## config.mk

```make
export PLATFORM = sky130hd
export DESIGN_NAME = rrhit_map
export DESIGN_NICKNAME = d
export VERILOG_FILES = /design/src/rrhit_pkg.sv /design/src/rrhit_map.sv
export SDC_FILE = /design/constraint.sdc
export NUM_CORES = 1
export LEC_CHECK = 0
export BUFFER_PORTS_ARGS = -buffer_cell sky130_fd_sc_hd__buf_2
export CAP_MARGIN = 0
export CELL_PAD_IN_SITES_DETAIL_PLACEMENT = 0
export CELL_PAD_IN_SITES_GLOBAL_PLACEMENT = 1
export CORE_UTILIZATION = 45
export CTS_BUF_LIST = sky130_fd_sc_hd__clkbuf_4 sky130_fd_sc_hd__clkbuf_8 sky130_fd_sc_hd__clkbuf_16
export DETAILED_ROUTE_END_ITERATION = 16
export PLACE_DENSITY_LB_ADDON = 0.08
export SETUP_SLACK_MARGIN = 0.2
export SLEW_MARGIN = 20
export SYNTH_ARGS = -nofsm -noshare
export SYNTH_HDL_FRONTEND = slang
export SYNTH_SLANG_ARGS = --single-unit
```

## constraint.sdc

```tcl
create_clock -name clk_i -period 5.3 [get_ports clk_i]
set_clock_uncertainty 0.05 [all_clocks]
set_input_delay 0.53 -clock clk_i [delete_from_list [all_inputs] [get_ports clk_i]]
set_output_delay 0.53 -clock clk_i [all_outputs]
set_load 0.05 [all_outputs]
```

## src/rrhit_pkg.sv

```systemverilog
`timescale 1ns / 1ps
`default_nettype none

package rrhit_pkg;

  // Default coordinate width; the top level overrides it through COORD_BITS.
  localparam int unsigned COORD_BITS_DEF = 16;

  // Configuration register index width (six registers).
  localparam int unsigned CFG_IDX_W = 3;

  typedef enum logic [CFG_IDX_W-1:0] {
    REG_RECT_WIDTH          = 3'd0,
    REG_RECT_HEIGHT         = 3'd1,
    REG_RADIUS_TOP_LEFT     = 3'd2,
    REG_RADIUS_TOP_RIGHT    = 3'd3,
    REG_RADIUS_BOTTOM_RIGHT = 3'd4,
    REG_RADIUS_BOTTOM_LEFT  = 3'd5
  } cfg_reg_e;

  // Per-word control that travels beside the arc operands.
  typedef struct packed {
    logic valid;    // word present in this stage
    logic outside;  // point left the closed bounding box
    logic arc;      // a corner quadrant holds the point, arc compare decides
  } flags_t;

endpackage

`default_nettype wire

```

## src/rrhit_map.sv

```systemverilog
`timescale 1ns / 1ps
`default_nettype none

// Stage 1: move the point to doubled corner-origin coordinates.
// Stage 2: bounding box test, corner priority, arc operands.
module rrhit_map #(
  parameter int unsigned COORD_BITS = rrhit_pkg::COORD_BITS_DEF
) (
  input  wire logic                         clk_i,
  input  wire logic                         rst_ni,
  input  wire logic                         accept_i,
  input  wire logic signed [COORD_BITS-1:0] point_x_i,
  input  wire logic signed [COORD_BITS-1:0] point_y_i,
  input  wire logic        [COORD_BITS-1:0] width_i,
  input  wire logic        [COORD_BITS-1:0] height_i,
  input  wire logic        [COORD_BITS-1:0] rad_tl_i,
  input  wire logic        [COORD_BITS-1:0] rad_tr_i,
  input  wire logic        [COORD_BITS-1:0] rad_br_i,
  input  wire logic        [COORD_BITS-1:0] rad_bl_i,
  output rrhit_pkg::flags_t                 flags_o,
  output logic             [COORD_BITS:0]   a_o,
  output logic             [COORD_BITS:0]   b_o,
  output logic             [COORD_BITS:0]   c_o
);

  localparam int unsigned PW = COORD_BITS + 2;  // doubled point
  localparam int unsigned DW = COORD_BITS + 3;  // corner differences
  localparam int unsigned MW = COORD_BITS + 1;  // arc magnitudes

  // ---------------- stage 1 ----------------
  logic                 s1_valid_q;
  logic signed [PW-1:0] px_d, py_d, px_q, py_q;

  assign px_d = $signed({point_x_i[COORD_BITS-1], point_x_i, 1'b0})
              + $signed({2'b00, width_i});
  assign py_d = $signed({point_y_i[COORD_BITS-1], point_y_i, 1'b0})
              + $signed({2'b00, height_i});

  always_ff @(posedge clk_i or negedge rst_ni) begin
    if (!rst_ni) begin
      s1_valid_q <= 1'b0;
    end else begin
      s1_valid_q <= accept_i;
    end
  end

  always_ff @(posedge clk_i) begin
    px_q <= px_d;
    py_q <= py_d;
  end

  // ---------------- stage 2 ----------------
  logic signed [DW-1:0] px_e, py_e, w2, h2;
  logic signed [DW-1:0] r_tl, r_tr, r_br, r_bl;
  logic signed [DW-1:0] tl_x, tl_y, tr_x, tr_y, br_x, br_y, bl_x, bl_y;
  logic                 outside;
  logic                 hit;
  logic [MW-1:0]        a_d, b_d, c_d;
  rrhit_pkg::flags_t    flags_d, flags_q;
  logic [MW-1:0]        a_q, b_q, c_q;

  assign px_e = $signed({px_q[PW-1], px_q});
  assign py_e = $signed({py_q[PW-1], py_q});
  assign w2   = $signed({2'b00, width_i, 1'b0});
  assign h2   = $signed({2'b00, height_i, 1'b0});
  assign r_tl = $signed({2'b00, rad_tl_i, 1'b0});
  assign r_tr = $signed({2'b00, rad_tr_i, 1'b0});
  assign r_br = $signed({2'b00, rad_br_i, 1'b0});
  assign r_bl = $signed({2'b00, rad_bl_i, 1'b0});

  // Distances into each corner quadrant; positive means strictly inside it.
  assign tl_x = r_tl - px_e;
  assign tl_y = r_tl - py_e;
  assign tr_x = px_e - (w2 - r_tr);
  assign tr_y = r_tr - py_e;
  assign br_x = px_e - (w2 - r_br);
  assign br_y = py_e - (h2 - r_br);
  assign bl_x = r_bl - px_e;
  assign bl_y = py_e - (h2 - r_bl);

  assign outside = (px_e < 0) || (py_e < 0) || (px_e > w2) || (py_e > h2);

  always_comb begin
    hit = 1'b1;
    a_d = tl_x[MW-1:0];
    b_d = tl_y[MW-1:0];
    c_d = {rad_tl_i, 1'b0};
    if ((tl_x > 0) && (tl_y > 0)) begin
      a_d = tl_x[MW-1:0];
      b_d = tl_y[MW-1:0];
      c_d = {rad_tl_i, 1'b0};
    end else if ((tr_x > 0) && (tr_y > 0)) begin
      a_d = tr_x[MW-1:0];
      b_d = tr_y[MW-1:0];
      c_d = {rad_tr_i, 1'b0};
    end else if ((br_x > 0) && (br_y > 0)) begin
      a_d = br_x[MW-1:0];
      b_d = br_y[MW-1:0];
      c_d = {rad_br_i, 1'b0};
    end else if ((bl_x > 0) && (bl_y > 0)) begin
      a_d = bl_x[MW-1:0];
      b_d = bl_y[MW-1:0];
      c_d = {rad_bl_i, 1'b0};
    end else begin
      hit = 1'b0;
    end
  end

  assign flags_d.valid   = s1_valid_q;
  assign flags_d.outside = outside;
  assign flags_d.arc     = !outside && hit;

  always_ff @(posedge clk_i or negedge rst_ni) begin
    if (!rst_ni) begin
      flags_q <= '0;
    end else begin
      flags_q <= flags_d;
    end
  end

  always_ff @(posedge clk_i) begin
    a_q <= a_d;
    b_q <= b_d;
    c_q <= c_d;
  end

  assign flags_o = flags_q;
  assign a_o     = a_q;
  assign b_o     = b_q;
  assign c_o     = c_q;

endmodule

`default_nettype wire

```

== Yosys cells after proc, flatten, opt, wreduce, memory -nomap -nowiden ==
Cells that the tools add are included.
Storage, ports and cells
  register bits: 91
  input bits: 131
  output and inout bits: 54
  word-level logic and storage cells: 62
Cells by class
  $add $sub $neg: 14
  $lt $le $gt $ge: 12
  muxes and demuxes: 16
  reduce and logical (&&, ||, !) cells: 10
Operators by type and width (count)
  $mux W17: 12
  $gt A19 B1 Y1 const B: 8
  $sub A18 B18 Y19: 8
  $sub A17 B17 Y18: 4
  $add A17 B17 Y18: 2
  $gt A18 B18 Y1: 2
  $lt A18 B1 Y1 const B: 2
  $logic_and A1 B1 Y1: 5
  $mux W1: 4
  $logic_or A1 B1 Y1: 3
  $reduce_or A3 Y1: 1
  $logic_not A1 Y1: 1

== Longest topological paths before layout ==
  depth after elaboration: 9
  depth in mapped cells: 29
  mapped depth without buffers: 27

== Least setup slack after synthesis ==
OpenSTA, ideal clock, no wires.
  path type: input port to flip-flop
  from: in rad_br_i[1]
  to: reg c_q[10] (netlist: c_o[10])
  library setup time: 122 ps
  arrival: 5695 ps
  required time: 5128 ps
  slack: -567 ps
  stages on the path: 25
  buffers on the path: 2
  cell sequence: inv_1 -> ha_1 -> nor2b_1 -> o21ai_0 -> a21boi_0 -> o21a_1 -> o21ai_0 -> a21oi_1 -> a211o_1 -> o41ai_1 -> xnor2_1 -> ha_1 -> and3_1 -> a221oi_1 -> o21ai_1 -> xor2_1 -> or4b_1 -> or4_1 -> o31ai_1 -> a21oi_1 -> nand3_1 -> buf_2 -> buf_2 -> a31oi_1 -> a221o_1
On the way
  longest elaborated chain between the ends: 7
  elaborated cells between the ends (all ways): 10
  those cells by class: add/sub: 4; order compare: 2; mux: 3; reduce/logical: 1
RTL lines
  from (decl): line rrhit_map.sv:18  | input wire logic [COORD_BITS-1:0] rad_br_i,
  $sub A17 B17 Y18, on equally long branches: line rrhit_map.sv:76, rrhit_map.sv:77
  $sub A18 B18 Y19, on equally long branches: line rrhit_map.sv:76, rrhit_map.sv:77
  $gt A19 B1 Y1: line rrhit_map.sv:96  | end else if ((br_x > 0) && (br_y > 0)) begin
  $logic_and A1 B1 Y1 *: line rrhit_map.sv:96
  $mux W17 *: line rrhit_map.sv:96
  $mux W17 *: line rrhit_map.sv:92  | end else if ((tr_x > 0) && (tr_y > 0)) begin
  $mux W17 *: line rrhit_map.sv:88  | if ((tl_x > 0) && (tl_y > 0)) begin
  net c_d[10]: line rrhit_map.sv:58  | logic [MW-1:0] a_d, b_d, c_d;
  to (signal assigned): line rrhit_map.sv:124  | c_q <= c_d;
  to (decl): line rrhit_map.sv:60  | logic [MW-1:0] a_q, b_q, c_q;
The timed path passes the listed nets; every way through them passes the cells marked *.
A chain may end at the register's enable or synchronous reset.

== Worst setup path in the final report ==
  from: in rad_br_i[0]
  to: reg c_q[1] (netlist: c_o[1])
On the way
  longest elaborated chain between the ends: 7
  elaborated cells between the ends (all ways): 10
  those cells by class: add/sub: 4; order compare: 2; mux: 3; reduce/logical: 1
RTL lines (line)
  $sub A17 B17 Y18, on equally long branches: rrhit_map.sv:76, rrhit_map.sv:77
  $sub A18 B18 Y19, on equally long branches: rrhit_map.sv:76, rrhit_map.sv:77
  $gt A19 B1 Y1: rrhit_map.sv:96
  $logic_and A1 B1 Y1: rrhit_map.sv:96
  $mux W17 *: rrhit_map.sv:96
  $mux W17 *: rrhit_map.sv:92
  $mux W17 *: rrhit_map.sv:88
  net c_d[1]: rrhit_map.sv:58
Marked as above.

==> flow_summary.yaml <==
outcome:
  status: "complete, but fails checks"
  violations: "setup timing"
global_routing:
  grt_usage_pct: 37.6
  grt_max_degree: 26
  antenna_found_initial: 0
  grt_pass1_wl_um: 102000
  grt_pass1_vias: 18500
  grt_overflow: 0
sta:
  drv_slew: 0
  fin_ws_ns: -0.340
  fin_crit_ns: 5.64
  grt_setup_unrepaired: "yes"
  fin_hold_ws_ns: 0.198
  tightest_slew_ns: 1.02
  hold_violations: 0
  fmax_mhz: 177
  fin_crit_sh_pct: 106
  timing.setup.tns_ns: -12.17
  setup_viol: 49
  timing.slew.headroom_pct: 30.8
critical_path:
  cp-start-kind: "primary input"
  path_buf_inv: 4
  cp_top_family: "compound AO/OA/AOI/OAI gates"
  critPathKind: "primary input to flip-flop"
  crit_top_cell: "o21ai_2"
  critPathArrivalTime_ns: 5.87
  required_ns: 5.53
  max_stage_delay_ns: 0.56
  crit_path_top_delay_cell: "or4_4"
  end_kind: "flip-flop"
  crit_fanout: 8
final_layout:
  final_common_cell: "buf_4"
  drive_above_1_share_pct: 28.1
  area_delta_synth_final_pct: 36.8
  mostFrequentLayoutCells: "buf_4 (340), ha_1 (254), inv_1 (197)"
  fin_nets: 3055
  final_cells: 3107
  antennaDiodeCount: 0
routing:
  remaining_drc_errors: 0
  final_antenna_net_count: 0
  drt-total-wl_um: 70000
  drt-pass1-iter-count: 5
  vias: 18800
  avgRoutedWirePerCell_um: 22.5
  vias_per_cell: 6.04
  drt-initial-drc-count: 1132
synthesis:
  ys.flop_type: "dfxtp_1"
  synth-seq-cells: 90
  synth-async-reset-ratio_pct: 4.44
  synth_edf_count: 0
  ys_warn_count: 0
  avgSynthCellArea_um2: 7.50
  netlist_instances: 2118
  synthesis.area_mm2: 0.0159
  ys_seq_area_share_pct: 11.5
  synth_cell_types: 82
  synthesis.nets: 2525
power_and_ir_drop:
  leakagePower_nw: 10.5
  power.total_w: 0.0105
  power_density_mw_per_mm2: 483
  max-vdd-ir-drop_uv: 297
floorplanning:
  dieArea_mm2: 0.0360
  core_area_mm2: 0.0346
  num_io_pins: 185
  start_util_pct: 45.8
  die_w_um: 190
  die_h_um: 190
  placementRows: 68
clock_tree:
  clkTransAtPathRegs_ns: 0.08
  clock-sinks: 90
  cts_root_buffer: "clkbuf_16"
  cts_buffer_depth: 2
  cts_made_buffers: 9
  clk_latency_ns: 0.39
  cts_tree: "done"
  cts_max_level: 3
placement:
  globalplace.congestion: 1.04
  hpwl_um: 57500
  portBuffers: 183
  dp.cells: 3041
  dp_slack_ns: -1.15
min_path:
  hold_class: "primary input to flip-flop"
run:
  drv_cap: 0
-- synth_stat cells (18+ instances only) --
master | number | area [um2]
a21oi_1 | 149 | 746
o211ai_1 | 18 | 135
nor2b_1 | 35 | 219
or4_1 | 18 | 135
a31oi_1 | 44 | 275
nor3_1 | 85 | 425
xnor2_1 | 85 | 744
a221o_1 | 20 | 200
ha_1 | 262 | 3280
o21bai_1 | 22 | 165
xor2_1 | 69 | 604
nand2b_1 | 44 | 275
and3_1 | 26 | 163
nand4_1 | 24 | 150
nor2_1 | 132 | 495
inv_1 | 202 | 758
o21ai_0 | 124 | 621
a21o_1 | 56 | 420
o21a_1 | 45 | 338
nand2_1 | 130 | 488
a211oi_1 | 28 | 210
clkbuf_1 | 30 | 113
nand3_1 | 42 | 210
or2_2 | 20 | 125
buf_2 | 21 | 105
dfxtp_1 | 86 | 1720
-- worst paths after layout --
path / startpoint / end / slack, ns / depth (start not counted)
setup reg to reg: py_q[2] / c_o[2] / 0.50 / 15
setup / recovery: rad_br_i[0] / c_o[1] / -0.34 / 27
max in group asynchronous: rst_ni / flags_o[1] / 4.65 / 2
hold / removal: accept_i / s1_valid_q / 0.20 / 1
hold reg to reg: s1_valid_q / flags_o[2] / 0.30 / 0
min in group asynchronous: rst_ni / s1_valid_q / 0.44 / 2
-- kinds of logic (layout without fill, tap and decap cells) --
group / count (synthesis) / count (layout) / share of synthesized area (%)
XOR/XNOR: 154 / 154 / 8.50
flip-flops: 90 / 90 / 11.5
AO/OA/AOI/OAI: 696 / 696 / 29.9
other: 1 / 1 / 0.0236
buffers and inverters: 256 / 789 / 6.31
AND/OR/NAND/NOR: 629 / 630 / 20.3
adder cells (fa/ha/maj): 276 / 276 / 22.4
multiplexers: 16 / 16 / 1.09
-- worst register-to-register path, cell delays in order (launching register included) --
cell       delay, ns
dfxtp_1         0.36
inv_1           0.11
ha_1            0.35
nor2b_1         0.20
o21ai_0         0.17
or3b_2          0.49
a2111oi_0       0.55
buf_4           0.20
o211ai_1        0.10
nor4b_1         0.33
buf_4           0.18
nand4_1         0.09
or4_1           0.56
and2_2          0.32
buf_4           0.25
a221o_1         0.38
-- sequential cells by signal, indices dropped and copies added (netlist names) --
name        cells
py_q           18
b_o            17
c_o            16
a_o            17
s1_valid_q      1
px_q           18
flags_o         3
-- where the power goes --
group	leakage [nW]	internal, W	switching (W)
registers	0.772	0.000939	0.000228
clock network	0.163	0.000453	0.000347
logic	9.52	0.00374	0.00478
total	10.5	0.00513	0.00536
-- repair_timing --
action	CTS	global route
buffers inserted	19	22
pin swaps	56	76
gates cloned	2	7
hold buffers	1	0
setup endpoints to repair	49	49
hold endpoints to repair	4	0
gates resized for setup	97	91
-- area by class of cell --
class / count / area [um2]
Multi-Input combinational cell: 1773 / 13800
Fill cell: 3154 / 12900
Timing Repair Buffer: 572 / 4360
Sequential cell: 90 / 1820
Inverter: 202 / 786
Tap cell: 455 / 569
Clock buffer: 11 / 264
Clock inverter: 4 / 72.6
-- stage by stage --
step / utilization [%] / cell area [um2]
after floorplan: - / 16100
final: 62.7 / 21700
after CTS: 60.6 / 21000
after detailed placement: 57.7 / 20000
after global routing: 62.7 / 21700
after global placement: 57.7 / 20000
-- metal layers --
| metal | global-route usage (%) | routed length, um |
|---|---|---|
| met1 | 43.5 | 27800 |
| met2 | 67.1 | 34000 |
| met3 | 4.91 | 3990 |
| met4 | 19.4 | 4270 |
| met5 | 0 | 0 |
(Power assumes the default switching activity.)
